[src/hdl/rotation_matrix_generator_core_defines.svh]
// ----------------------------------------------------------------------------
// Rotation matrix generator assertion macros
// Shared concurrent assertion forms, clocked on clk and disabled in reset.
// ----------------------------------------------------------------------------
`ifndef ROTATION_MATRIX_GENERATOR_CORE_DEFINES_SVH
`define ROTATION_MATRIX_GENERATOR_CORE_DEFINES_SVH

// same-cycle implication
`define RMG_ASSERT_IMP(lbl, ante, cons, msg) \
    lbl: assert property (@(posedge clk) disable iff (!rst_n) (ante) |-> (cons)) \
        else $error(msg);

// next-cycle implication
`define RMG_ASSERT_NXT(lbl, ante, cons, msg) \
    lbl: assert property (@(posedge clk) disable iff (!rst_n) (ante) |=> (cons)) \
        else $error(msg);

`endif

[src/hdl/rmg_pkg.sv]
// ----------------------------------------------------------------------------
// Rotation matrix generator package
// Request and result types, CORDIC constants and rounding helpers.
// ----------------------------------------------------------------------------
`timescale 1ns / 1ps

package rmg_pkg;

    localparam int CORDIC_STEPS = 16;
    localparam int TABLE_LEN    = 24;
    localparam int CORDIC_N     = (CORDIC_STEPS > TABLE_LEN) ? TABLE_LEN : CORDIC_STEPS;
    // fold register, CORDIC steps, rounding register
    localparam int SC_LAT       = CORDIC_N + 2;

    localparam int ZW = 35;   // Q2.30 angle with headroom
    localparam int XW = 33;   // CORDIC x/y
    localparam int WW = 50;   // Q42 matrix accumulations

    localparam logic signed [ZW-1:0] PI_Q30      = 35'sd3373259426;
    localparam logic signed [ZW-1:0] HALF_PI_Q30 = 35'sd1686629713;
    localparam logic signed [XW-1:0] GAIN_Q30    = 33'sd652032874;
    localparam logic signed [15:0]   ONE_Q14     = 16'sd16384;

    typedef enum logic [2:0] {
        OP_ROT_X = 3'd0,
        OP_ROT_Y = 3'd1,
        OP_ROT_Z = 3'd2,
        OP_RPY   = 3'd3,
        OP_QUAT  = 3'd4
    } op_t;

    typedef struct packed {
        logic [2:0]         opcode;
        logic signed [15:0] axis_angle;
        logic signed [15:0] roll_angle;
        logic signed [15:0] pitch_angle;
        logic signed [15:0] yaw_angle;
        logic signed [15:0] quat_w;
        logic signed [15:0] quat_x;
        logic signed [15:0] quat_y;
        logic signed [15:0] quat_z;
    } req_t;

    typedef struct packed {
        logic signed [15:0] m00;
        logic signed [15:0] m01;
        logic signed [15:0] m02;
        logic signed [15:0] m10;
        logic signed [15:0] m11;
        logic signed [15:0] m12;
        logic signed [15:0] m20;
        logic signed [15:0] m21;
        logic signed [15:0] m22;
    } mat_t;

    // opcode and quaternion riding alongside the CORDIC lanes
    typedef struct packed {
        logic [2:0]         opcode;
        logic signed [15:0] qw;
        logic signed [15:0] qx;
        logic signed [15:0] qy;
        logic signed [15:0] qz;
    } side_t;

    typedef struct packed {
        logic               valid;
        side_t              side;
        logic signed [15:0] sr;
        logic signed [15:0] cr;
        logic signed [15:0] sp;
        logic signed [15:0] cp;
        logic signed [15:0] sy;
        logic signed [15:0] cy;
    } mat_in_t;

    function automatic logic signed [ZW-1:0] atan_q30(input int i);
        logic signed [ZW-1:0] t;
        case (i)
            0:       t = 35'sd843314857;
            1:       t = 35'sd497837830;
            2:       t = 35'sd263043837;
            3:       t = 35'sd133525159;
            4:       t = 35'sd67021687;
            5:       t = 35'sd33543515;
            6:       t = 35'sd16775850;
            7:       t = 35'sd8388438;
            8:       t = 35'sd4194283;
            9:       t = 35'sd2097149;
            default: t = ZW'(36'sd1 <<< (30 - i));
        endcase
        return t;
    endfunction

    // round half up by 16 bits and clamp to +-1.0 in Q1.14
    function automatic logic signed [15:0] round_q14(input logic signed [XW-1:0] v);
        logic signed [XW-1:0] s;
        logic signed [16:0]   r;
        logic signed [15:0]   o;
        s = v + XW'(33'sd32768);
        r = 17'(s >>> 16);
        if (r > 17'sd16384)       o = ONE_Q14;
        else if (r < -17'sd16384) o = -ONE_Q14;
        else                      o = r[15:0];
        return o;
    endfunction

    // round half up by 28 bits and clamp to +-1.0 in Q1.14
    function automatic logic signed [15:0] round_q42(input logic signed [WW-1:0] v);
        logic signed [WW-1:0] s;
        logic signed [21:0]   r;
        logic signed [15:0]   o;
        s = v + (WW'(50'sd1) <<< 27);
        r = 22'(s >>> 28);
        if (r > 22'sd16384)       o = ONE_Q14;
        else if (r < -22'sd16384) o = -ONE_Q14;
        else                      o = r[15:0];
        return o;
    endfunction

endpackage

[src/hdl/rmg_sincos.sv]
// ----------------------------------------------------------------------------
// Pipelined CORDIC sine/cosine
// Quadrant fold, one register per CORDIC step, then round to Q1.14.
// ----------------------------------------------------------------------------
`timescale 1ns / 1ps

module rmg_sincos
    import rmg_pkg::*;
(
    input  logic               clk,
    input  logic               rst_n,
    input  logic               in_valid,
    input  logic signed [15:0] angle,
    output logic               out_valid,
    output logic signed [15:0] sin_q,
    output logic signed [15:0] cos_q
);

    logic                 v_reg   [0:CORDIC_N];
    logic                 neg_reg [0:CORDIC_N];
    logic signed [XW-1:0] x_reg   [0:CORDIC_N];
    logic signed [XW-1:0] y_reg   [0:CORDIC_N];
    logic signed [ZW-1:0] z_reg   [0:CORDIC_N];

    logic signed [ZW-1:0] z_raw;
    logic signed [ZW-1:0] z_fold;
    logic                 neg_fold;

    logic                 ov_reg;
    logic signed [15:0]   s_reg;
    logic signed [15:0]   c_reg;

    assign z_raw = {{2{angle[15]}}, angle, 17'b0};

    always_comb
    begin
        if (z_raw > HALF_PI_Q30)
        begin
            z_fold   = z_raw - PI_Q30;
            neg_fold = 1'b1;
        end
        else if (z_raw < -HALF_PI_Q30)
        begin
            z_fold   = z_raw + PI_Q30;
            neg_fold = 1'b1;
        end
        else
        begin
            z_fold   = z_raw;
            neg_fold = 1'b0;
        end
    end

    always_ff @(posedge clk or negedge rst_n)
    begin
        if (!rst_n)
            v_reg[0] <= 1'b0;
        else
            v_reg[0] <= in_valid;
    end

    always_ff @(posedge clk)
    begin
        x_reg[0]   <= GAIN_Q30;
        y_reg[0]   <= '0;
        z_reg[0]   <= z_fold;
        neg_reg[0] <= neg_fold;
    end

    for (genvar k = 0; k < CORDIC_N; k++)
    begin : g_step
        logic signed [XW-1:0] dx;
        logic signed [XW-1:0] dy;
        assign dx = y_reg[k] >>> k;
        assign dy = x_reg[k] >>> k;

        always_ff @(posedge clk or negedge rst_n)
        begin
            if (!rst_n)
                v_reg[k+1] <= 1'b0;
            else
                v_reg[k+1] <= v_reg[k];
        end

        // zero residual steers positive
        always_ff @(posedge clk)
        begin
            neg_reg[k+1] <= neg_reg[k];
            if (!z_reg[k][ZW-1])
            begin
                x_reg[k+1] <= x_reg[k] - dx;
                y_reg[k+1] <= y_reg[k] + dy;
                z_reg[k+1] <= z_reg[k] - atan_q30(k);
            end
            else
            begin
                x_reg[k+1] <= x_reg[k] + dx;
                y_reg[k+1] <= y_reg[k] - dy;
                z_reg[k+1] <= z_reg[k] + atan_q30(k);
            end
        end
    end

    always_ff @(posedge clk or negedge rst_n)
    begin
        if (!rst_n)
            ov_reg <= 1'b0;
        else
            ov_reg <= v_reg[CORDIC_N];
    end

    always_ff @(posedge clk)
    begin
        if (neg_reg[CORDIC_N])
        begin
            c_reg <= round_q14(-x_reg[CORDIC_N]);
            s_reg <= round_q14(-y_reg[CORDIC_N]);
        end
        else
        begin
            c_reg <= round_q14(x_reg[CORDIC_N]);
            s_reg <= round_q14(y_reg[CORDIC_N]);
        end
    end

    assign out_valid = ov_reg;
    assign sin_q     = s_reg;
    assign cos_q     = c_reg;

endmodule

[config.mk]
export PLATFORM = sky130hd
export DESIGN_NAME = rmg_sincos
export DESIGN_NICKNAME = d
export VERILOG_FILES = /design/src/hdl/rotation_matrix_generator_core_defines.svh /design/src/hdl/rmg_pkg.sv /design/src/hdl/rmg_sincos.sv
export SDC_FILE = /design/constraint.sdc
export NUM_CORES = 2
export LEC_CHECK = 0
export ABC_AREA = 0
export BUFFER_PORTS_ARGS = -buffer_cell sky130_fd_sc_hd__buf_4
export CAP_MARGIN = 5
export CORE_MARGIN = 10
export CORE_UTILIZATION = 65
export CTS_BUF_LIST = sky130_fd_sc_hd__clkbuf_16
export CTS_CLUSTER_DIAMETER = 40
export DETAILED_ROUTE_END_ITERATION = 8
export PLACE_DENSITY = 0.9
export SLEW_MARGIN = 20
export SYNTH_ARGS = -nofsm -noshare
export SYNTH_HDL_FRONTEND = slang
export SYNTH_SLANG_ARGS = --single-unit
[constraint.sdc]
create_clock -name clk -period 11.53 [get_ports clk]
set_input_delay 0.5765 -clock clk [delete_from_list [all_inputs] [get_ports clk]]
set_output_delay 0.5765 -clock clk [all_outputs]
set_load 0.02 [all_outputs]
# [After elaboration in Yosys (flattened, before gate mapping)]
# Memories as Yosys holds them, arrays and structs flattened.
# Index checks and enable logic that the tools add are counted.
[totals] mem_bits_rw=1734 out_inout_bits=33 memories=4 regBits=50
[memory_table] name="z_reg" words=17 word_bits=35 rd=16 rd_clocked_by_memory_dff=0 wr=17 line_no="rmg_sincos.sv:23" source="logic signed [ZW-1:0] z_reg [0:CORDIC_N];"
[memory_table] name="x_reg" words=17 word_bits=33 rd=17 rd_clocked_by_memory_dff=0 wr=17 line_no="rmg_sincos.sv:21" source="logic signed [XW-1:0] x_reg [0:CORDIC_N];"
[memory_table] name="y_reg" words=17 word_bits=33 rd=17 rd_clocked_by_memory_dff=0 wr=17 line_no="rmg_sincos.sv:22" source="logic signed [XW-1:0] y_reg [0:CORDIC_N];"
[memory_table] name="neg_reg" words=17 word_bits=1 rd=17 rd_clocked_by_memory_dff=0 wr=17 line_no="rmg_sincos.sv:20" source="logic neg_reg [0:CORDIC_N];"
[classes] muxes=94 addsub=103 n_bitwise=48 magnitude_cmp=10
[ops] cell="two-way mux 33 bit" n=32
[ops] cell="two-way mux 35 bit" n=18
[ops] cell="two-way mux 16 bit" n=10
[ops] cell="adder 33 x 17 -> 33 bit (second input constant)" n=4
[ops] cell="adder 35 x 22 -> 35 bit (second input constant)" n=2
[ops] cell="subtractor 35 x 22 -> 35 bit (second input constant)" n=2
[ops] cell="> comparator 17 x 16 -> 1 bit (second input constant)" n=4
[ops] cell="< comparator 17 x 15 -> 1 bit (second input constant)" n=4
[ops] cell="adder 33 x 18 -> 33 bit" n=2
[ops] cell="adder 33 x 19 -> 33 bit" n=2
[ops] cell="adder 33 x 20 -> 33 bit" n=2
[ops] cell="adder 33 x 21 -> 33 bit" n=2
[ops] cell="adder 33 x 22 -> 33 bit" n=2
[ops] cell="adder 33 x 23 -> 33 bit" n=2
[ops] cell="adder 33 x 24 -> 33 bit" n=2
[ops] cell="adder 33 x 25 -> 33 bit" n=2
[ops] cell="adder 33 x 26 -> 33 bit" n=2
[ops] cell="adder 33 x 27 -> 33 bit" n=2
[ops] cell="adder 33 x 28 -> 33 bit" n=2
[ops] cell="adder 33 x 29 -> 33 bit" n=2
[ops] cell="adder 33 x 30 -> 33 bit" n=2
[ops] cell="adder 33 x 31 -> 33 bit" n=2
[ops] cell="adder 33 x 32 -> 33 bit" n=2
[ops] cell="negator 33 bit" n=2
[ops] cell="other kinds (51)" n=147

# [Depth between registers and ports, before layout]
# An unclocked memory read counts as a cell.
[logic_depth] ltp_word=7 ltp_mapped=21

# [Worst setup path after synthesis]
# No wires, ideal clock.
[synth_path] kind="reg-to-reg" from="mem z_reg[2][34]" to="mem y_reg[3][30]" stages_incl_launch_ff=16 path_buffers=3 period_less_slack_ns=4.335 t_arrival_ns=4.211 required_ns=11.407 setup_slack_ns=7.195 setup_time_ns=0.123 path_cell_list="dfxtp_1 > clkbuf_1 > clkbuf_1 > clkbuf_1 > xor2_1 > ha_1 > and3_1 > and2_1 > a221o_1 > a21o_1 > a22oi_1 > a21oi_1 > a2111o_1 > a21oi_1 > o21bai_1 > xor2_1"
[synth_lines] element="start: declaration" line_no="rmg_sincos.sv:23"
[synth_lines] element="end: declaration" line_no="rmg_sincos.sv:22"

==> out/metrics.csv <==
metric,value,unit
#FFs+latches synth,1454,
later-pin clock latency in the skew report,0.87,ns
"Clk pin slew, worst setup/hold paths",0.06,ns
gpl congestion,0.987,
clk sink count,1454,
"EDFF count, synth",0,
Post-synth top flop,dfxtp_1,
fin crit share,0.446,
Slew HR,0.238,
main combinational cell family by area after synthesis,compound AO/OA/AOI/OAI gates,
CP most frequent cell,a21oi_1,
largest net degree at the start of global routing,76,
"Remaining Overflow, GRT",0,
Post-Syn Nets,14100,
Post-synth ARST share,0.0124,
via count,95500,
HP Class,input pin to register,
CTS resizes,0,
Setup crit start kind,register,
CTS Root Cell,clkbuf_16,
Yosys cell types,101,
I/O pin count,52,
drt total wl,285000,um
DR vias/cell,6.30,
met3 Usage GRT,0.0409,
Worst-Margin Slew,1.13,ns
ANT nets after route,0,
Port-buffer cells,51,
reg2reg path depth,17,
placement row count,149,
vias in the first global route,92400,
DRC violations left,0,
cts bufs inserted,214,
Top delay family on crit path,simple AND/OR/NAND/NOR gates,
P&R area growth vs syn,9.28,%
critical path required time,12.31,ns
router iterations before antenna repair,7,
Starting Density,0.653,
max-capacitance violation count,0,
Setup CP Type,register to register,
outcome,finished clean,
clk buf depth,3,
layout cells sized above 1,0.0487,
crit-path cells,nor3_1 > nand2_1 > nor4_1 > nor4bb_1 > a21oi_1 > xnor2_1 > ha_1 > and4_1 > a21oi_1 > o21ai_1 > a211oi_1 > nor2_1 > a211o_1 > a2111oi_0 > o21bai_1 > a21oi_1 > xnor2_1,
clk_skew,0.0321,ns
GRT met1 Usage,0.375,
DIE WIDTH,427,um
Post-DP HPWL,221000,um
Synth Area in XOR/XNOR,0.145,
DIE HEIGHT,427,um
Syn. warnings,0,
GRT Overall Usage,0.300,
top-area cell type share of the netlist area,0.268,
"Buf+Inv Stages, Crit Path",0,
hold path depth,3,
setup repair bufs after CTS,0,
H-tree level count,4,
die area,182000,um2
Max Fclk,0.194,GHz
max reg flops,496,
proportion of synthesized area in mux cells,0.0129,
leading area contributor after synthesis,dfxtp_1,
Layout Nets,14200,
cell count after synthesis,12700,
post-synthesis adder-cell area fraction,0.164,
fin. max-slew vios,0,
final hold vios,0,
unrepaired setup endpoints after global routing,false,
syn avg cell area,8.47,um2
setup TNS,0,ns
grt peak-use layer,met2,
Crit-path slowest cell,nor4bb_1,
area of the core,165000,um2
Synth Area in Compound Gates,0.227,
synthesized area,107000,um2
critical path depth,17,
CP arrival,5.93,ns
CP Capture Type,register,
initial antenna violation count,5,
"slowest stage delay, CP",0.77,ns
Final min period,5.14,ns
DR WL/cell,18.8,um
starting DRC count in detailed routing,7964,
TritonCTS clock tree,built,
first-pass GRT wire length,461000,um
Synth Area in Simple Gates,0.153,
met2 GRT Util,0.513,
final setup fails,0,
register area share after synthesis,0.272,
CP max FO,7,
synth top area cells,"dfxtp_1, ha_1, xnor2_1",
[layer usage]
layer,share of wire,vias to the layer above
met5,0,-
met4,0.044,0
met3,0.064,851
met2,0.47,3542
met1,0.42,44900
li1,-,46200
[path summary, 6_finish.rpt]
check / startpoint / end / slack, ns
setup reg to reg: x_reg[13][17]$_DFF_P_ / y_reg[14][29]$_DFF_P_ / 6.39
setup / recovery: x_reg[13][17]$_DFF_P_ / y_reg[14][29]$_DFF_P_ / 6.39
max in group asynchronous: rst_n / v_reg[2]$_DFF_PN0_ / 11.22
hold / removal: angle[0] / z_reg[0][17]$_DFF_P_ / 0.08
hold reg to reg: neg_reg[0][1]$_DFF_P_ / neg_reg[0][2]$_DFF_P_ / 0.33
min in group asynchronous: rst_n / v_reg[3]$_DFF_PN0_ / 0.12
[through the flow]
step	instances	hold slack [ns]	util	setup slack [ns]	area [um2]
floorplan	12700	0.281	-	7.20	107000
global placement	14700	0.310	0.668	6.70	110000
detailed placement	14700	0.313	0.668	6.58	110000
CTS	15100	0.0201	0.713	6.51	117000
global route	15100	0.0510	0.713	6.02	117000
finish	15100	0.0784	0.713	6.39	117000
[cells in the mapped netlist (75+ instances only)]
master and number:
nor2b_1 153, nor4_1 105, a21o_1 566, dfxtp_1 1436
clkbuf_1 180, o21bai_1 166, nand2_1 593, nand2b_1 201
o21ai_0 566, xnor2_1 1181, nor2_1 1086, a21oi_1 1366
ha_1 1342, and3_1 134, or3_1 87, o21a_1 187
nand3_1 226, a211oi_1 139, inv_1 513, xor2_1 596
and2_1 79, nor3_1 360, o211ai_1 75, a31oi_1 146
nand4_1 91
[area by class of cell]
type | count | area [um2]
Timing Repair Buffer | 95 | 748
Fill cell | 12500 | 47200
Clock buffer | 219 | 5480
Antenna cell | 3 | 7.51
Inverter | 521 | 1960
Multi-Input combinational cell | 10500 | 75400
Sequential cell | 1454 | 29200
Clock inverter | 186 | 1870
Tap cell | 2189 | 2740
[worst min-delay path: cells and delay by family]
family	cells	cell delay (ns)
xor+xnor	1	0.15
buf+inv	2	0.17
[cell families (layout without fill, tap and decap cells)]
| kind of cell | count (synthesis) | in the layout |
|---|---|---|
| flops | 1454 | 1454 |
| buf+inv | 751 | 1021 |
| other cells | 0 | 3 |
| fa+ha+maj | 1384 | 1384 |
| mux | 130 | 130 |
| simple gates | 3346 | 3346 |
| compound gates | 3843 | 3843 |
| xor+xnor | 1777 | 1777 |
[repair_timing]
action | in CTS | in global routing
hold endpoints to repair | 32 | 0
setup endpoints to repair | 0 | 0
hold buffers | 14 | 0
[cell usage in the layout, fill, tap and decap left out, types with 166 or more instances in the layout]
cell	netlist	layout
a21oi_1	1366	1366
nor3_1	360	360
ha_1	1342	1342
xor2_1	596	596
inv_1	513	526
dfxtp_1	1436	1422
nand2b_1	201	201
o21bai_1	166	166
nand3_1	226	226
xnor2_1	1181	1181
nor2_1	1086	1086
a21o_1	566	566
o21a_1	187	187
nand2_1	593	593
o21ai_0	566	566
clkbuf_16	0	219
Power is not shown: default switching activity piles up to over one toggle a cycle in this logic, so the estimate is an artifact.
